**src/rtl/pfd_pkg.sv**
```systemverilog
package pfd_pkg;

  localparam logic [4:0] FULL_CELLS  = 5'd25;
  localparam logic [4:0] IDX_I       = 5'd8;
  localparam logic [4:0] IDX_J       = 5'd9;
  localparam logic [4:0] LAST_LETTER = 5'd25;
  localparam logic [7:0] CH_UPPER_A  = 8'h41;
  localparam logic [7:0] CH_UPPER_Z  = 8'h5a;
  localparam logic [7:0] CH_LOWER_A  = 8'h61;
  localparam logic [7:0] CH_LOWER_Z  = 8'h7a;
  localparam logic [7:0] CASE_OFFSET = 8'h20;

  typedef enum logic [2:0] {
    REQ_CLEAR  = 3'd0,
    REQ_KEY    = 3'd1,
    REQ_FINISH = 3'd2,
    REQ_CIPHER = 3'd3,
    REQ_FLUSH  = 3'd4
  } req_t;

  typedef enum logic [3:0] {
    ST_IDLE,
    ST_FILL,
    ST_RD_A,
    ST_RD_B,
    ST_MAP,
    ST_KS_A,
    ST_KS_B,
    ST_KS_C,
    ST_LOAD
  } state_t;

  typedef struct packed {
    logic       en;
    logic [4:0] slot;
    logic [4:0] letter;
  } pfd_wr_t;

  function automatic logic [4:0] fold_j(input logic [4:0] idx);
    return (idx == IDX_J) ? IDX_I : idx;
  endfunction

  // Row of a cell in 0..24, taken as (p * 13) >> 6.
  function automatic logic [2:0] row_of(input logic [4:0] p);
    logic [8:0] t;
    t = 9'(p) * 9'd13;
    return t[8:6];
  endfunction

  function automatic logic [2:0] col_of(input logic [4:0] p);
    logic [2:0] r;
    logic [4:0] base;
    r    = row_of(p);
    base = {r, 2'b00} + {2'b00, r};
    return 3'(p - base);
  endfunction

  function automatic logic [4:0] cell_of(input logic [2:0] r, input logic [2:0] c);
    return {r, 2'b00} + {2'b00, r} + {2'b00, c};
  endfunction

endpackage

```
**src/rtl/pfd_store.sv**
```systemverilog
module pfd_store import pfd_pkg::*; (
  input  logic       clk,
  input  pfd_wr_t    wr,
  input  logic [4:0] lp_raddr,
  output logic [4:0] lp_rdata,
  input  logic [4:0] ks_raddr,
  output logic [4:0] ks_rdata
);

  logic [4:0] key_square_mem [0:24];
  logic [4:0] letter_pos_mem [0:25];

  always_ff @(posedge clk) begin
    if (wr.en) begin
      key_square_mem[wr.slot]   <= wr.letter;
      letter_pos_mem[wr.letter] <= wr.slot;
    end
    lp_rdata <= letter_pos_mem[lp_raddr];
    ks_rdata <= key_square_mem[ks_raddr];
  end

endmodule

```
**src/rtl/pfd_cell_map.sv**
```systemverilog
module pfd_cell_map import pfd_pkg::*; (
  input  logic [4:0] pa,
  input  logic [4:0] pb,
  output logic [4:0] oa,
  output logic [4:0] ob
);

  logic [2:0] ra, ca, rb, cb;

  always_comb begin
    ra = row_of(pa);
    ca = col_of(pa);
    rb = row_of(pb);
    cb = col_of(pb);
    if (ra == rb) begin
      oa = cell_of(ra, (ca == 3'd0) ? 3'd4 : ca - 3'd1);
      ob = cell_of(rb, (cb == 3'd0) ? 3'd4 : cb - 3'd1);
    end else if (ca == cb) begin
      oa = cell_of((ra == 3'd0) ? 3'd4 : ra - 3'd1, ca);
      ob = cell_of((rb == 3'd0) ? 3'd4 : rb - 3'd1, cb);
    end else begin
      oa = cell_of(ra, cb);
      ob = cell_of(rb, ca);
    end
  end

endmodule

```
**src/rtl/playfair_decrypt_engine_core.sv**
```systemverilog
// Clear, keyword and unused requests complete in IDLE on acceptance; finish walks the 26 letters.
// A cipher letter that completes a pair on a full square steps through RD_A, RD_B, MAP,
// KS_A, KS_B and KS_C, reading the position and key-square memories; its two results
// leave from a buffer. Other results go from the staging registers into the buffer in LOAD.
// An item with results waits in LOAD for an empty buffer, so output stalls hold it there.
// Reset (synchronous, rst_n low) empties the square, drops any pending letter and the buffer.
module playfair_decrypt_engine_core import pfd_pkg::*; (
  input  logic       clk,
  input  logic       rst_n,
  input  logic       in_tvalid,
  output logic       in_tready,
  input  logic [7:0] in_tdata,   // [7:0] in_char
  input  logic [2:0] in_tuser,   // [2:0] req_type
  output logic       out_tvalid,
  input  logic       out_tready,
  output logic [7:0] out_tdata,  // [7:0] out_char
  output logic       out_tuser,  // [0] bad_char
  output logic       out_tlast
);

  state_t      state_r, state_nxt;
  logic [4:0]  fill_r, fill_nxt;
  logic [4:0]  fi_r, fi_nxt;
  logic [25:0] used_r, used_nxt;
  logic [7:0]  pend_char_r, pend_char_nxt;
  logic        pend_vld_r, pend_vld_nxt;
  logic [4:0]  a_r, a_nxt, b_r, b_nxt;
  logic [4:0]  pa_r, pa_nxt, oa_r, oa_nxt, ob_r, ob_nxt;
  logic [7:0]  stg_char0_r, stg_char0_nxt, stg_char1_r, stg_char1_nxt;
  logic        stg_bad0_r, stg_bad0_nxt, stg_two_r, stg_two_nxt;

  logic [7:0]  buf_char_r [2];
  logic [7:0]  buf_char_nxt [2];
  logic        buf_bad_r [2];
  logic        buf_bad_nxt [2];
  logic        buf_last_r [2];
  logic        buf_last_nxt [2];
  logic [1:0]  buf_cnt_r, buf_cnt_nxt;

  logic        place_try, place_ok, buf_load, pop;
  logic [4:0]  place_idx, lp_raddr, ks_raddr, lp_rdata, ks_rdata, map_oa, map_ob;
  logic [7:0]  upc;
  pfd_wr_t     wr;

  pfd_store u_store (
    .clk      (clk),
    .wr       (wr),
    .lp_raddr (lp_raddr),
    .lp_rdata (lp_rdata),
    .ks_raddr (ks_raddr),
    .ks_rdata (ks_rdata)
  );

  pfd_cell_map u_map (
    .pa (pa_r),
    .pb (lp_rdata),
    .oa (map_oa),
    .ob (map_ob)
  );

  assign place_ok  = place_try && (fill_r != FULL_CELLS) && !used_r[place_idx];
  assign wr.en     = place_ok;
  assign wr.slot   = fill_r;
  assign wr.letter = place_idx;

  always_comb begin
    state_nxt     = state_r;
    fill_nxt      = fill_r;
    fi_nxt        = fi_r;
    used_nxt      = used_r;
    pend_char_nxt = pend_char_r;
    pend_vld_nxt  = pend_vld_r;
    a_nxt         = a_r;
    b_nxt         = b_r;
    pa_nxt        = pa_r;
    oa_nxt        = oa_r;
    ob_nxt        = ob_r;
    stg_char0_nxt = stg_char0_r;
    stg_char1_nxt = stg_char1_r;
    stg_bad0_nxt  = stg_bad0_r;
    stg_two_nxt   = stg_two_r;
    in_tready     = 1'b0;
    place_try     = 1'b0;
    place_idx     = fi_r;
    lp_raddr      = a_r;
    ks_raddr      = oa_r;
    buf_load      = 1'b0;
    upc           = in_tdata;

    unique case (state_r)
      ST_IDLE: begin
        in_tready = 1'b1;
        if (in_tvalid) begin
          case (req_t'(in_tuser))
            REQ_CLEAR: begin
              used_nxt      = '0;
              fill_nxt      = '0;
              pend_char_nxt = '0;
              pend_vld_nxt  = 1'b0;
            end
            REQ_KEY: begin
              if (in_tdata >= CH_LOWER_A && in_tdata <= CH_LOWER_Z) begin
                upc = in_tdata - CASE_OFFSET;
              end
              if (upc >= CH_UPPER_A && upc <= CH_UPPER_Z) begin
                place_try = 1'b1;
                place_idx = fold_j(5'(upc - CH_UPPER_A));
              end
            end
            REQ_FINISH: begin
              fi_nxt    = '0;
              state_nxt = ST_FILL;
            end
            REQ_CIPHER: begin
              if (in_tdata < CH_UPPER_A || in_tdata > CH_UPPER_Z) begin
                stg_char0_nxt = in_tdata;
                stg_bad0_nxt  = 1'b1;
                stg_two_nxt   = 1'b0;
                state_nxt     = ST_LOAD;
              end else if (!pend_vld_r) begin
                pend_char_nxt = in_tdata;
                pend_vld_nxt  = 1'b1;
              end else begin
                pend_vld_nxt = 1'b0;
                if (fill_r != FULL_CELLS) begin
                  stg_char0_nxt = pend_char_r;
                  stg_char1_nxt = in_tdata;
                  stg_bad0_nxt  = 1'b0;
                  stg_two_nxt   = 1'b1;
                  state_nxt     = ST_LOAD;
                end else begin
                  a_nxt     = fold_j(5'(pend_char_r - CH_UPPER_A));
                  b_nxt     = fold_j(5'(in_tdata - CH_UPPER_A));
                  state_nxt = ST_RD_A;
                end
              end
            end
            REQ_FLUSH: begin
              if (pend_vld_r) begin
                pend_vld_nxt  = 1'b0;
                stg_char0_nxt = pend_char_r;
                stg_bad0_nxt  = 1'b0;
                stg_two_nxt   = 1'b0;
                state_nxt     = ST_LOAD;
              end
            end
            default: begin
            end
          endcase
        end
      end
      ST_FILL: begin
        place_try = (fi_r != IDX_J);
        place_idx = fi_r;
        if (fi_r == LAST_LETTER) begin
          state_nxt = ST_IDLE;
        end else begin
          fi_nxt = fi_r + 5'd1;
        end
      end
      ST_RD_A: begin
        lp_raddr  = a_r;
        state_nxt = ST_RD_B;
      end
      ST_RD_B: begin
        lp_raddr  = b_r;
        pa_nxt    = lp_rdata;
        state_nxt = ST_MAP;
      end
      ST_MAP: begin
        oa_nxt    = map_oa;
        ob_nxt    = map_ob;
        state_nxt = ST_KS_A;
      end
      ST_KS_A: begin
        ks_raddr  = oa_r;
        state_nxt = ST_KS_B;
      end
      ST_KS_B: begin
        ks_raddr      = ob_r;
        stg_char0_nxt = CH_UPPER_A + 8'(ks_rdata);
        stg_bad0_nxt  = 1'b0;
        state_nxt     = ST_KS_C;
      end
      ST_KS_C: begin
        stg_char1_nxt = CH_UPPER_A + 8'(ks_rdata);
        stg_two_nxt   = 1'b1;
        state_nxt     = ST_LOAD;
      end
      ST_LOAD: begin
        if (buf_cnt_r == 2'd0) begin
          buf_load  = 1'b1;
          state_nxt = ST_IDLE;
        end
      end
      default: begin
        state_nxt = ST_IDLE;
      end
    endcase

    if (place_ok) begin
      used_nxt[place_idx] = 1'b1;
      fill_nxt            = fill_r + 5'd1;
    end
  end

  assign out_tvalid = (buf_cnt_r != 2'd0);
  assign out_tdata  = buf_char_r[0];
  assign out_tuser  = buf_bad_r[0];
  assign out_tlast  = buf_last_r[0];
  assign pop        = out_tvalid && out_tready;

  always_comb begin
    buf_char_nxt = buf_char_r;
    buf_bad_nxt  = buf_bad_r;
    buf_last_nxt = buf_last_r;
    buf_cnt_nxt  = buf_cnt_r;
    if (buf_load) begin
      buf_char_nxt[0] = stg_char0_r;
      buf_bad_nxt[0]  = stg_bad0_r;
      buf_last_nxt[0] = !stg_two_r;
      buf_char_nxt[1] = stg_char1_r;
      buf_bad_nxt[1]  = 1'b0;
      buf_last_nxt[1] = 1'b1;
      buf_cnt_nxt     = stg_two_r ? 2'd2 : 2'd1;
    end else if (pop) begin
      buf_char_nxt[0] = buf_char_r[1];
      buf_bad_nxt[0]  = buf_bad_r[1];
      buf_last_nxt[0] = buf_last_r[1];
      buf_cnt_nxt     = buf_cnt_r - 2'd1;
    end
  end

  always_ff @(posedge clk) begin
    if (!rst_n) begin
      state_r     <= ST_IDLE;
      fill_r      <= '0;
      fi_r        <= '0;
      used_r      <= '0;
      pend_char_r <= '0;
      pend_vld_r  <= 1'b0;
      buf_cnt_r   <= '0;
    end else begin
      state_r     <= state_nxt;
      fill_r      <= fill_nxt;
      fi_r        <= fi_nxt;
      used_r      <= used_nxt;
      pend_char_r <= pend_char_nxt;
      pend_vld_r  <= pend_vld_nxt;
      buf_cnt_r   <= buf_cnt_nxt;
    end
  end

  always_ff @(posedge clk) begin
    a_r          <= a_nxt;
    b_r          <= b_nxt;
    pa_r         <= pa_nxt;
    oa_r         <= oa_nxt;
    ob_r         <= ob_nxt;
    stg_char0_r  <= stg_char0_nxt;
    stg_char1_r  <= stg_char1_nxt;
    stg_bad0_r   <= stg_bad0_nxt;
    stg_two_r    <= stg_two_nxt;
    buf_char_r   <= buf_char_nxt;
    buf_bad_r    <= buf_bad_nxt;
    buf_last_r   <= buf_last_nxt;
  end

endmodule
```
**config.mk**
```make
export PLATFORM = sky130hd
export DESIGN_NAME = playfair_decrypt_engine_core
export DESIGN_NICKNAME = d
export VERILOG_FILES = /design/src/rtl/pfd_pkg.sv /design/src/rtl/pfd_store.sv /design/src/rtl/pfd_cell_map.sv /design/src/rtl/playfair_decrypt_engine_core.sv
export SDC_FILE = /design/constraint.sdc
export NUM_CORES = 1
export LEC_CHECK = 0
export ABC_AREA = 1
export BUFFER_PORTS_ARGS = -buffer_cell sky130_fd_sc_hd__buf_2
export CORE_AREA = 3 3 150 225
export CTS_BUF_LIST = sky130_fd_sc_hd__clkbuf_16
export DETAILED_ROUTE_END_ITERATION = 10
export DIE_AREA = 0 0 153 228
export PLACE_DENSITY_LB_ADDON = 0.25
export SLEW_MARGIN = 25
export SYNTH_ARGS = -nofsm -noshare
export SYNTH_HDL_FRONTEND = slang
export SYNTH_SLANG_ARGS = --single-unit
```
**constraint.sdc**
```tcl
create_clock -name clk -period 4.6 [get_ports clk]
set_clock_uncertainty 0.15 [all_clocks]
set_input_delay 0 -clock clk [delete_from_list [all_inputs] [get_ports clk]]
set_output_delay 0 -clock clk [all_outputs]
set_load 0.005 [all_outputs]
```
### After elaboration in Yosys (flattened, before gate mapping)

Memories as Yosys holds them, arrays and structs flattened. A register that Yosys moved wholly into a read port is not among the register bits.
Cells that the tools add are included.

* bits in registers: 112
* bits in writable memories: 255
* bits of input ports: 15
* output and inout bits: 12
* memories: 2

Memory list
* u_store.letter_pos_mem: depth 26, bits a word 5, read ports 1, clocked after Yosys merged registers in 1, write ports 1, line pfd_store.sv:11 `logic [4:0] letter_pos_mem [0:25];`
* u_store.key_square_mem: depth 25, bits a word 5, read ports 1, clocked after Yosys merged registers in 1, write ports 1, line pfd_store.sv:10 `logic [4:0] key_square_mem [0:24];`

* add/subtract/negate cells: 24
* multipliers: 2
* magnitude comparators: 8
* equality and inequality tests: 36
* multiplexer cells: 94
* bitwise gates (word level): 3
* reductions and logical operators: 36

Operators by type and width (number)
* 8-bit two-way mux: 18
* 26-bit two-way mux: 4
* 5-bit two-way mux: 18
* 8-bit one-hot mux with 2 select lines: 4
* 5-bit by 3-bit adder with 5-bit output: 10
* 4-bit one-hot mux with 9 select lines: 1
* 6-bit AND reduction: 5
* 4-bit two-way mux: 7
* 26-bit OR: 1
* 1-bit two-way mux: 25
* 2-bit nonzero test: 10
* 5-bit by 4-bit multiplier with 9-bit output (second input constant): 2
* 2-bit != test (second input constant): 9
* 4-bit by 3-bit == test with 1-bit output (second input constant): 4
* 8-bit by 7-bit greater-or-equal comparator with 1-bit output (second input constant): 2
* 8-bit by 7-bit <= comparator with 1-bit output (second input constant): 2
* 5-bit by 4-bit == test with 1-bit output (second input constant): 3
* 3-bit logical NOT: 5
* 5-bit by 1-bit subtractor with 5-bit output (second input constant): 3
* 3-bit two-way mux: 4
* 1-bit one-hot mux with 2 select lines: 6
* 4-bit one-hot mux with 3 select lines: 1
* 3-bit by 1-bit subtractor with 3-bit output (second input constant): 4
* 5-bit by 1-bit adder with 5-bit output (second input constant): 2
* other kinds (37): 53

### Longest topological paths before layout

Gate-level depths: netlist (run 1).

* depth after elaboration: 19
* mapped depth: 29
* mapped depth without buffers: 29

### Hierarchy

From an unflattened synthesis (run 1), not the netlist that was laid out.

* cell total of the unflattened synthesis: 2126
* area, all modules: 19373.6 µm²

Modules (own cells, without submodules)
* pfd_store: times used 1, cells each 1014, area an instance 11043.1 µm², seq. area each 7857.5 µm²
* playfair_decrypt_engine_core: times used 1, cells each 730, area an instance 6002.0 µm², seq. area each 2852.7 µm²
* pfd_cell_map: times used 1, cells each 382, area an instance 2328.5 µm², seq. area each 0.0 µm²

### Worst setup path after synthesis (run 1)

Ideal clock, no wire load.

* kind: reg2reg
* start point: reg pa_r[2]
* end point: reg oa_r[3] (data pin)
* setup time: 0.268 ns
* arrival: 4.597 ns
* data required time: 4.182 ns
* slack: -0.415 ns
* stages on the path, launching flop included: 21
* path through: edfxtp_1 ha_1 inv_1 fa_1 inv_1 ha_1 nand2_1 o21ai_0 a21o_1 or2_2 nand2_1 inv_1 fa_1 xor2_1 inv_1 fa_1 fa_1 xnor2_1 nand2_1 o211ai_1 o21ai_0

* longest elaborated chain between the ends: 7
* elaborated cells between the ends (all ways): 17
* classes of those cells: add/sub (8); mul (1); eq/ne (2); mux (4); reduce/logical (2)

Ends and longest elaborated chain
* start, declared: line playfair_decrypt_engine_core.sv:28 `logic [4:0] pa_r, pa_nxt, oa_r, oa_nxt, ob_r, ob_nxt;`
* start signal, assigned: line playfair_decrypt_engine_core.sv:257 `pa_r <= pa_nxt;`
* 5-bit by 4-bit multiplier with 9-bit output: line pfd_pkg.sv:46 `t = 9'(p) * 9'd13;`
* 5-bit by 3-bit adder with 5-bit output (tied with other cells): line pfd_pkg.sv:59 `return {r, 2'b00} + {2'b00, r} + {2'b00, c};`
* 3-bit subtractor / 3-bit two-way mux (equally long branches): line pfd_pkg.sv:55, pfd_cell_map.sv:19
* 3-bit by 1-bit subtractor with 3-bit output (tied with other cells): line pfd_cell_map.sv:16 `oa = cell_of(ra, (ca == 3'd0) ? 3'd4 : ca - 3'd1);`
* 3-bit two-way mux / 5-bit by 3-bit adder with 5-bit output (equally long branches): line pfd_cell_map.sv:16, pfd_pkg.sv:59
* 5-bit by 3-bit adder with 5-bit output / 5-bit two-way mux (equally long branches): line pfd_pkg.sv:59, pfd_cell_map.sv:18
* 5-bit two-way mux (*): line pfd_cell_map.sv:15 `if (ra == rb) begin`
* via map_oa[3]: line playfair_decrypt_engine_core.sv:41 `logic [4:0] place_idx, lp_raddr, ks_raddr, lp_rdata, ks_rdata, map_oa, map_ob;`
* end signal, assigned: line playfair_decrypt_engine_core.sv:258 `oa_r <= oa_nxt;`
* end, declared: line playfair_decrypt_engine_core.sv:28

Mark *: on every way through the listed nets, which the timed path passes. The rest lies on a longest branch.
A chain may end at the register's enable or synchronous reset.

### Final worst setup path (run 1)

* start point: reg u_store.lp_rdata[1] (read register of u_store.letter_pos_mem)
* end point: reg ob_r[3] (data pin)

* longest elaborated chain between the ends: 7
* elaborated cells between the ends (all ways): 17
* classes of those cells: add/sub (8); mul (1); eq/ne (2); mux (4); reduce/logical (2)

Ends and longest elaborated chain
* start, declared: line pfd_store.sv:5 `output logic [4:0] lp_rdata,`
* 5-bit by 4-bit multiplier with 9-bit output: line pfd_pkg.sv:46
* 5-bit by 3-bit adder with 5-bit output (tied with other cells): line pfd_pkg.sv:54 `base = {r, 2'b00} + {2'b00, r};`
* 3-bit subtractor / 3-bit two-way mux (equally long branches): line pfd_pkg.sv:55, pfd_cell_map.sv:20
* 3-bit by 1-bit subtractor with 3-bit output (tied with other cells): line pfd_cell_map.sv:17 `ob = cell_of(rb, (cb == 3'd0) ? 3'd4 : cb - 3'd1);`
* 3-bit two-way mux / 5-bit by 3-bit adder with 5-bit output (equally long branches): line pfd_cell_map.sv:17, pfd_pkg.sv:59
* 5-bit by 3-bit adder with 5-bit output / 5-bit two-way mux (equally long branches): line pfd_pkg.sv:59, pfd_cell_map.sv:18
* 5-bit two-way mux (*): line pfd_cell_map.sv:15
* via map_ob[3]: line playfair_decrypt_engine_core.sv:41
* end signal, assigned: line playfair_decrypt_engine_core.sv:259 `ob_r <= ob_nxt;`
* end, declared: line playfair_decrypt_engine_core.sv:28

Marks and branches as above.

==> impl_metrics.csv, run 1 <==
group,metric,value,unit
timing,finalSetupViolCount,2,
worst_setup_path,critPathMaxStageDelay,0.55,ns
worst_setup_path,cp.required,4.70,ns
power,p_leak,7.64,nW
final_layout,final_area,20500,µm²
routing,vias_per_cell,5.84,
final_layout,layout.nets,1952,
final_layout,multi_input_area,6720,µm²
synth,ys_seq_area_frac,0.590,
routing,route.detailed.drc,0,
synth,synthFlopType,"edfxtp_1",
routing,ant_nets,0,
power,ir_worst_vdd,373,µV
synth,synth_edf_count,316,
outcome,status,"complete, but fails checks",
floorplanning,row_count,80,
worst_setup_path,path_max_fanout,4,
timing,max-slew-margin-rel,0.400,
synth,synth_cells,1782,
place,place_congestion,0.870,
synth,async_reset_ff_frac,0,
outcome,violations,"negative setup slack",
place,hpwl,29.8,mm
timing,worst_pin_slew,0.899,ns
timing,fmaxAchievable,0.216,GHz
worst_setup_path,cpMostUsedCell,"nand2_1",
timing,fin_ws,-0.0390,ns
worst_setup_path,crit_path_cell_trace,"ha_1 > inv_2 > fa_1 > inv_1 > ha_1 > nand2_1 > o21bai_1 > nand2_1 > nand2_1 > nand2_2 > buf_4 > nand2_2 > inv_4 > ha_2 > fa_2 > inv_1 > ha_1 > ha_2 > fa_2 > xnor2_2 > nand2_1 > o211ai_1 > o21ai_0",
synth,postSynthAreaPerCell,10.2,µm²
synth,ys_warn_count,0,
global_route,grt_pass1_vias,13381,
timing,rsz0062_at_grt,"true",
min_path,hold_class,"primary input to flop",
cts,cts_tree,"yes",
global_route,grt_usage,0.243,
floorplanning,core-area,31900,µm²
global_route,grt_pass1_wl,68.2,mm
power,powerDensity,384,nW/µm²
routing,drt_pre_antenna_iters,6,
floorplanning,io_pins,27,
worst_setup_path,crit_family,"adder cells",
cts,cts_num_sinks,377,
routing,vias,13352,
place,portBuffers,26,
final_layout,drive_above_1_share,0.136,
worst_setup_path,critPathArrivalTime,4.74,ns
floorplanning,start_util,0.569,
worst_setup_path,cp_num_buf_inv,5,
final_layout,fillers,2449,
timing,finalCriticalPeriod,4.64,ns
floorplanning,die_area,34900,µm²
global_route,overflow,0,
global_route,grt_max_degree,61,
worst_setup_path,critPathLaunchType,"flop",
final_layout,diodes,0,
place,postPlaceCellArea,19000,µm²
routing,wl_per_cell,19.0,µm
cts,clkTransAtPathRegs,0.07,ns
cts,htreeDepth,2,
synth,synth-seq-cells,377,
timing,hold_ws,0.199,ns
final_layout,fin_util,0.643,
routing,routed_wl,43.4,mm
power,power,7.89,mW
final_layout,regArea,10700,µm²
floorplanning,die_height,228,µm
timing,timing.final.crit_share,1.01,
cts,cts_made_buffers,36,
worst_setup_path,timing_worst_setup_path_type,"flop to flop",
synth,synth_nets,1878,
job,cap_viol_max_count,0,
routing,first_iter_violations,1145,
cts,insertion_delay,0.53,ns
global_route,antenna_found_initial,0,
synth,ys_types,51,
synth,syn_area,18200,µm²
timing,finalMaxSlewViolations,0,
worst_setup_path,cp_slowest_cell,"fa_2",
cts,clockBufferDepth,3,
timing,final_hold_viol_count,0,
worst_setup_path,critPathCaptureType,"flop",
final_layout,syn2layout_area_growth,13.1,%
cts,cts-root-buf,"clkbuf_16",
floorplanning,die_w,153,µm
==> cell usage in the layout, fill, tap and decap left out, types with 8 or more instances in the layout <==
cell,netlist,routed
inv_1,145,137
dlygate4sd3_1,0,22
o221ai_1,43,43
nand2_1,255,247
nor2_1,231,228
nand2_2,5,11
xor2_1,20,18
o211ai_1,21,21
o21ai_0,209,201
or2_2,11,8
nand3_1,116,115
buf_2,5,26
nor2_2,12,15
a21oi_1,68,62
clkbuf_16,0,37
dfxtp_1,61,59
buf_4,12,71
ha_1,69,59
inv_2,10,21
o21ai_1,5,10
o22ai_1,13,13
clkinv_1,4,11
edfxtp_1,316,316
==> path summary, 6_finish.rpt <==
kind,startpoint,end,slack (ns),depth (start not counted)
max reg2reg,u_store.lp_rdata[1]$_DFF_P_,ob_r[3]$_DFFE_PN_,-0.04,23
min reg2reg,stg_char1_r[4]$_DFFE_PP_,buf_char_r[4]$_DFFE_PP_,0.27,0
min,rst_n,fill_r[0]$_SDFFE_PN0P_,0.20,4
max,u_store.lp_rdata[1]$_DFF_P_,ob_r[3]$_DFFE_PN_,-0.04,23
==> logic make-up after synthesis <==
group	Yosys count	synth area share
and+or+nand+nor	668	0.158
xor gates and xnor gates	28	0.0135
muxes	5	0.00296
buffers and inverters	242	0.0545
DFF	377	0.590
AOI/OAI and AO/OA	381	0.121
adders and majority gates	81	0.0608
==> area by class of cell <==
| cell class | count | share of cell area |
|---|---|---|
| multi-input combinational | 1163 | 0.327 |
| inverter | 159 | 0.0293 |
| clock buffer | 37 | 0.0451 |
| sequential | 377 | 0.522 |
| tap | 410 | 0.0250 |
| clock inverter | 23 | 0.00908 |
| timing repair buffer | 119 | 0.0430 |
==> metrics by stage <==
step / setup TNS [ns] / std cells / worst slack, ns
global route: -1.46 / 2288 / -0.309
finish: -0.0513 / 2288 / -0.0390
floorplan: -0.00311 / 1782 / -0.00311
detailed placement: -0.422 / 2195 / -0.124
global placement: 0 / 2195 / 0.00740
CTS: -0.183 / 2283 / -0.0650
==> power by group <==
group	internal [mW]	switching (mW)
clock network	1.62	1.22
logic	0.282	0.742
registers	3.96	0.0598
total	5.86	2.02
==> what timing repair did <==
| item | CTS | global route |
|---|---|---|
| pin swaps | 17 | 10 |
| gates resized for setup | 9 | 31 |
| setup endpoints to repair | 6 | 8 |
| endpoints found under the hold margin | 60 | 0 |
| setup buffers | 6 | 5 |
| hold buffers | 22 | 0 |
==> tightest hold or removal path, cell delays in order <==
cell and delay, ns:
dlygate4sd3_1 0.53, buf_2 0.19, nand2_1 0.09, nor2_1 0.04
==> routing by layer <==
| metal | vias to the layer above | routed length, µm | global-route usage |
|---|---|---|---|
| met1 | 6477 | 16000 | 0.266 |
| met2 | 391 | 23700 | 0.465 |
| li1 | 6370 | - | - |
| met4 | 0 | 1890 | 0.109 |
| met5 | - | 0 | 0 |
| met3 | 114 | 1860 | 0.0301 |
==> synth_stat cells, types with 7 or more instances <==
| cell | instances | area share |
|---|---|---|
| a21oi_1 | 68 | 0.019 |
| xnor2_1 | 8 | 0.0039 |
| o22ai_1 | 13 | 0.0045 |
| buf_4 | 12 | 0.0050 |
| or2_2 | 11 | 0.0038 |
| inv_2 | 10 | 0.0021 |
| nand2_1 | 255 | 0.053 |
| fa_1 | 12 | 0.013 |
| nand4_1 | 7 | 0.0024 |
| a211oi_1 | 7 | 0.0029 |
| nor2_1 | 231 | 0.048 |
| o21ai_0 | 209 | 0.058 |
| clkbuf_1 | 61 | 0.013 |
| ha_1 | 69 | 0.048 |
| inv_1 | 145 | 0.030 |
| nor2_2 | 12 | 0.0041 |
| o211ai_1 | 21 | 0.0087 |
| xor2_1 | 20 | 0.0096 |
| dfxtp_1 | 61 | 0.067 |
| nor3_1 | 7 | 0.0019 |
| o221ai_1 | 43 | 0.021 |
| nand3_1 | 116 | 0.032 |
| edfxtp_1 | 316 | 0.52 |
==> flip-flops by register name, summed over array words and instances (netlist names), 8 cells and up <==
register and cells:
buf_char_r 8, out_tdata 8, pend_char_r 8, stg_char0_r 8
stg_char1_r 8, u_store.key_square_mem 125, u_store.letter_pos_mem 130, used_r 26
Power figures use the tool's default switching activity.
==> run 2, diff against run 1 <==
--- a/config.mk
+++ b/config.mk
@@ -7,10 +7,12 @@
 export LEC_CHECK = 0
 export ABC_AREA = 1
 export BUFFER_PORTS_ARGS = -buffer_cell sky130_fd_sc_hd__buf_2
-export CORE_AREA = 3 3 150 225
+export CELL_PAD_IN_SITES_DETAIL_PLACEMENT = 1
+export CELL_PAD_IN_SITES_GLOBAL_PLACEMENT = 1
+export CORE_AREA = 3 3 167 250
 export CTS_BUF_LIST = sky130_fd_sc_hd__clkbuf_16
 export DETAILED_ROUTE_END_ITERATION = 10
-export DIE_AREA = 0 0 153 228
+export DIE_AREA = 0 0 170 253
 export PLACE_DENSITY_LB_ADDON = 0.25
 export SLEW_MARGIN = 25
 export SYNTH_ARGS = -nofsm -noshare
==> run 2 against run 1 <==
Effect of this change:
- the run still ends with negative setup slack left
- clock-buffer cell count is 4 higher
- final area is 1.9% higher
- critical path depth unchanged
- core utilization shrank 12 points
- combinational power up 8%
- first-iteration DRC count decreased by 33%
- sequential power hardly changed
- maximum frequency shrank 2.9%
- largest cell class unchanged
==> impl_metrics.csv, run 2 (synthesized netlist as in run 1, its figures left out) <==
group,metric,value,unit
routing,vias_per_cell,5.64,
floorplanning,core-area,39600,µm²
global_route,antenna_found_initial,0,
outcome,violations,"negative setup slack",
floorplanning,die_area,43000,µm²
final_layout,top_regs,"u_store.letter_pos_mem: 130 flops, u_store.key_square_mem: 125 flops, used_r: 26 flops",
worst_setup_path,reg2reg_slack,-0.18,ns
cts,cts_num_sinks,377,
worst_setup_path,critPathCapture,"ob_r[3]$_DFFE_PN_",
cts,clkTransAtPathRegs,0.07,ns
worst_setup_path,timing_worst_setup_path_type,"flop to flop",
timing,final_hold_viol_count,0,
final_layout,fillers,4278,
timing,finalCriticalPeriod,4.78,ns
worst_setup_path,cp-startpoint,"u_store.lp_rdata[1]$_DFF_P_",
timing,timing.final.crit_share,1.04,
final_layout,diodes,0,
cts,insertion_delay,0.54,ns
timing,rsz0062_at_grt,"true",
floorplanning,io_pins,27,
routing,drt_pre_antenna_iters,4,
place,hpwl,35.2,mm
final_layout,layout_common_cells,"edfxtp_1, nand2_1, nor2_1, o21ai_0, inv_1",
floorplanning,die_height,253,µm
worst_setup_path,r2r_cells,23,
routing,wl_per_cell,21.3,µm
worst_setup_path,rr_endpoint,"ob_r[3]$_DFFE_PN_",
job,cap_viol_max_count,0,
min_path,hold_class,"primary input to flop",
routing,vias,13505,
routing,first_iter_violations,764,
cts,cts_tree,"yes",
floorplanning,start_util,0.458,
floorplanning,die_w,170,µm
power,ir_worst_vdd,490,µV
global_route,use_met2,0.444,
global_route,grt_usage,0.237,
timing,finalMaxSlewViolations,0,
final_layout,layout_commonest_cell,"edfxtp_1",
cts,htreeDepth,2,
global_route,overflow,0,
global_route,met3_usage,0.0264,
global_route,grt_max_degree,61,
worst_setup_path,path_max_fanout,3,
final_layout,final_area,20900,µm²
floorplanning,row_count,89,
final_layout,syn2layout_area_growth,15.3,%
place,place_congestion,0.855,
worst_setup_path,critPathCaptureType,"flop",
final_layout,fin_util,0.528,
timing,worst_pin_slew,0.954,ns
global_route,grt_pass1_wl,80.0,mm
place,portBuffers,26,
timing,fmaxAchievable,0.209,GHz
worst_setup_path,cp.required,4.70,ns
place,postPlaceCellArea,19200,µm²
worst_setup_path,timing.rr.start,"u_store.lp_rdata[1]$_DFF_P_",
routing,route.detailed.drc,0,
cts,cts-root-buf,"clkbuf_16",
timing,fin_setup_tns,-0.735,ns
worst_setup_path,critPathArrivalTime,4.88,ns
final_layout,layout.nets,1962,
timing,finalSetupViolCount,6,
final_layout,top_register,"u_store.letter_pos_mem",
global_route,grt_pass1_vias,14726,
timing,fin_ws,-0.179,ns
worst_setup_path,critPathLaunchType,"flop",
global_route,globalRoute.busiestLayer,"met2",
power,powerDensity,394,nW/µm²
routing,ant_nets,0,
power,p_leak,7.76,nW
cts,clockBufferDepth,3,
final_layout,largest_reg_flops,130,
power,power,8.24,mW
routing,routed_wl,51.0,mm
timing,max-slew-margin-rel,0.363,
outcome,status,"complete, but fails checks",
cts,cts_made_buffers,38,
global_route,grt_util_met1,0.264,
final_layout,drive_above_1_share,0.150,
## run 2: cell types whose count changed in the layout (fill, tap and decap cells not counted), moves of 3 or more
cell	change
buf_4	+8
o21ai_0	-5
ha_4	+3
nand2_2	+4
nand2_1	-3
clkbuf_16	+4
o21ai_1	+3
## run 2: worst min-delay path by stage
stage | from | end | slack, ns | cells after the start
final | rst_n | fill_r[0]$_SDFFE_PN0P_ | 0.17 | 4
after global placement | rst_n | fill_r[0]$_SDFFE_PN0P_ | 0.17 | 3
after detailed placement | rst_n | fill_r[0]$_SDFFE_PN0P_ | 0.18 | 3
after floorplan | rst_n | fill_r[0]$_SDFFE_PN0P_ | -0.02 | 2
after global routing | in_tdata[6] | stg_char1_r[6]$_SDFFCE_PP1P_ | 0.21 | 4
after CTS | rst_n | fill_r[0]$_SDFFE_PN0P_ | 0.15 | 4
## run 2: area by class of cell
type                            instances  area [µm²]  area share
Sequential cell                       377       10700       0.512
Multi-Input combinational cell       1163        6790       0.324
Clock buffer                           41        1030      0.0490
Timing Repair Buffer                  127         945      0.0451
Tap cell                              500         626      0.0299
Inverter                              159         602      0.0287
Clock inverter                         29         236      0.0113
## run 2: report_power, final
group	switching (mW)	total, mW	leakage (nW)	internal [mW]
logic	0.811	1.10	3.82	0.292
registers	0.0643	4.02	3.30	3.96
clock network	1.33	3.12	0.634	1.79
total	2.20	8.24	7.76	6.04
## run 2: through the flow
stage / setup slack, ns / hold WS, ns / std cells
4_1_cts: -0.188 / 0.148 / 2392
3_3_place_gp: -0.0388 / 0.172 / 2297
3_5_place_dp: -0.212 / 0.179 / 2297
6_report: -0.179 / 0.170 / 2396
2_1_floorplan: -0.00311 / -0.0241 / 1782
5_1_grt: -0.412 / 0.206 / 2396
## run 2: worst max-delay path: stages, from the launching register on
cell and delay [ns]:
dfxtp_4 0.36, ha_4 0.26, inv_2 0.03, fa_1 0.53, inv_2 0.06, ha_4 0.27, nand2_2 0.05, o21bai_1 0.11
nand2_1 0.06, nand2_1 0.09, nand2_2 0.06, buf_4 0.13, nand2_2 0.09, inv_4 0.06, ha_4 0.15, fa_2 0.56
inv_2 0.06, ha_1 0.33, ha_2 0.23, fa_2 0.41, xnor2_2 0.14, nand2_1 0.07, o211ai_1 0.08, o21ai_0 0.12
## run 2: timing repair
action	in CTS	in global routing
resized for setup	24	33
hold buffers	21	0
endpoints found under the setup margin	8	9
endpoints found under the hold margin	60	0
pin swaps	14	27
buffers inserted	4	4
## run 2: per-layer routing
layer,part of all wire,vias up
met5,0,-
met3,0.028,136
met2,0.54,268
met4,0.056,0
li1,-,6378
met1,0.38,6723
==> run 3, diff against run 2 <==
--- a/config.mk
+++ b/config.mk
@@ -9,10 +9,11 @@
 export BUFFER_PORTS_ARGS = -buffer_cell sky130_fd_sc_hd__buf_2
 export CELL_PAD_IN_SITES_DETAIL_PLACEMENT = 1
 export CELL_PAD_IN_SITES_GLOBAL_PLACEMENT = 1
-export CORE_AREA = 3 3 167 250
+export CORE_AREA = 10 10 174 257
 export CTS_BUF_LIST = sky130_fd_sc_hd__clkbuf_16
 export DETAILED_ROUTE_END_ITERATION = 10
-export DIE_AREA = 0 0 170 253
+export DIE_AREA = 0 0 184 267
+export HOLD_SLACK_MARGIN = 0.08
 export PLACE_DENSITY_LB_ADDON = 0.25
 export SLEW_MARGIN = 25
 export SYNTH_ARGS = -nofsm -noshare
==> constraint.sdc (replaced) <==
create_clock -name clk -period 4.6 [get_ports clk]
set_clock_uncertainty 0.15 [all_clocks]
set_input_delay 0 -clock clk [delete_from_list [all_inputs] [get_ports clk]]
set_output_delay 0 -clock clk [all_outputs]
set_load 0.01 [all_outputs]
==> run 3 against run 2 <==
Effect of this change:
- the run still ends with negative setup slack left
- clock power decreased by 1%
- sequential power barely moved
- maximum frequency fell by 2.8%
- final area rose by 0.44%
- non-clock buffer count up 9
- register-to-register slack lost 0.14 ns
- cell count is 0.63% higher
- wire length grew 0.73%
==> impl_metrics.csv, run 3 (synthesized netlist as in run 1, its figures left out) <==
group,metric,value,unit
min_path,hold_class,"primary input to flop",
job,cap_viol_max_count,0,
final_layout,syn2layout_area_growth,15.8,%
worst_setup_path,timing_worst_setup_path_type,"flop to flop",
floorplanning,core-area,40100,µm²
power,p_leak,7.82,nW
timing,finalCriticalPeriod,4.91,ns
place,postPlaceCellArea,19200,µm²
cts,cts_num_sinks,377,
floorplanning,die_w,184,µm
final_layout,multi_input_area,6800,µm²
routing,drt_pre_antenna_iters,4,
cts,cts-root-buf,"clkbuf_16",
timing,fin_setup_tns,-1.29,ns
timing,timing.final.crit_share,1.07,
routing,wl_per_cell,21.3,µm
timing,fin_ws,-0.315,ns
timing,max-slew-margin-rel,0.316,
timing,final_hold_viol_count,0,
power,powerDensity,392,nW/µm²
cts,clkTransAtPathRegs,0.06,ns
routing,vias_per_cell,5.61,
routing,vias,13518,
final_layout,fin_util,0.525,
timing,fmaxAchievable,0.203,GHz
timing,worst_pin_slew,1.02,ns
cts,cts_tree,"yes",
place,portBuffers,26,
cts,clockBufferDepth,3,
timing,rsz0062_at_grt,"true",
final_layout,layout.nets,1971,
power,ir_worst_vdd,351,µV
floorplanning,start_util,0.453,
final_layout,final_area,21000,µm²
place,hpwl,35.1,mm
floorplanning,die_area,49100,µm²
worst_setup_path,cp.required,4.71,ns
cts,htreeDepth,2,
timing,finalMaxSlewViolations,0,
global_route,grt_max_degree,66,
final_layout,top_regs,"u_store.letter_pos_mem: 130 flops, u_store.key_square_mem: 125 flops, used_r: 26 flops",
place,place_congestion,0.849,
floorplanning,row_count,90,
routing,first_iter_violations,833,
timing,finalSetupViolCount,7,
global_route,grt_pass1_vias,14729,
final_layout,top_register,"u_store.letter_pos_mem",
final_layout,layout_common_cells,"edfxtp_1, nand2_1, nor2_1, o21ai_0, inv_1",
final_layout,largest_reg_flops,130,
floorplanning,io_pins,27,
worst_setup_path,path_max_fanout,3,
global_route,overflow,0,
routing,routed_wl,51.3,mm
place,dp_slack,-0.269,ns
cts,insertion_delay,0.55,ns
final_layout,fillers,4339,
final_layout,regArea,10700,µm²
cts,cts_made_buffers,38,
global_route,grt_usage,0.209,
worst_setup_path,critPathLaunchType,"flop",
worst_setup_path,critPathCaptureType,"flop",
routing,ant_nets,0,
worst_setup_path,critPathArrivalTime,5.03,ns
routing,route.detailed.drc,0,
outcome,status,"complete, but fails checks",
final_layout,drive_above_1_share,0.146,
global_route,grt_pass1_wl,81.0,mm
outcome,violations,"negative setup slack",
final_layout,layout_commonest_cell,"edfxtp_1",
floorplanning,die_height,267,µm
global_route,antenna_found_initial,1,
[run 3: critical path, stage by stage (launching register included)]
cell      delay, ns
edfxtp_1       0.42
ha_1           0.32
inv_2          0.04
fa_2           0.54
inv_2          0.05
ha_4           0.25
nand2_2        0.04
o21ai_2        0.14
xor2_1         0.25
inv_2          0.08
ha_1           0.22
fa_2           0.38
xor2_2         0.19
inv_2          0.08
fa_1           0.55
fa_2           0.45
xnor2_2        0.19
nand2_1        0.08
o211ai_1       0.10
o21ai_1        0.11
[run 3: path summary, 6_finish.rpt]
| kind | cells past startpoint | start | slack (ns) | end |
|---|---|---|---|---|
| setup / recovery | 19 | pa_r[2]$_DFFE_PP_ | -0.31 | oa_r[3]$_DFFE_PN_ |
| hold / removal | 4 | rst_n | 0.21 | fill_r[0]$_SDFFE_PN0P_ |
| setup reg to reg | 19 | pa_r[2]$_DFFE_PP_ | -0.31 | oa_r[3]$_DFFE_PN_ |
| hold reg to reg | 0 | stg_char1_r[0]$_DFFE_PP_ | 0.27 | buf_char_r[0]$_DFFE_PP_ |
[run 3: timing repair]
action	in CTS	in global routing
hold buffers	31	0
hold endpoints to repair	94	0
endpoints found under the setup margin	8	10
buffers inserted	10	3
pin swaps	12	20
resized for setup	33	21
[run 3: power by group]
group | leakage, nW | total (mW) | switching [mW] | internal [mW]
logic | 3.90 | 1.13 | 0.829 | 0.305
registers | 3.30 | 4.02 | 0.0650 | 3.96
clock network | 0.614 | 3.08 | 1.33 | 1.75
[run 3: routing by layer]
| metal | up-vias | routed length [µm] | GRT usage |
|---|---|---|---|
| met1 | 6730 | 19700 | 0.228 |
| met2 | 245 | 27700 | 0.387 |
| met3 | 131 | 1300 | 0.0225 |
| met4 | 0 | 2630 | 0.110 |
| li1 | 6412 | - | - |
| met5 | - | 0 | 0 |
[run 3: stage by stage]
step | hold slack (ns) | power [mW] | instances
final | 0.207 | 8.24 | 2411
after global placement | 0.187 | 5.14 | 2297
after global routing | 0.213 | 8.56 | 2411
after floorplan | -0.0241 | 4.81 | 1782
after CTS | 0.186 | 8.29 | 2407
after detailed placement | 0.191 | 5.19 | 2297
[run 3: area by class of cell]
class                      count  area share
antenna                        1    0.000119
clock buffer                  38      0.0452
clock inverter                31      0.0130
inverter                     159      0.0286
multi-input combinational   1163       0.323
sequential                   377       0.509
tap                          506      0.0301
timing repair buffer         136      0.0501
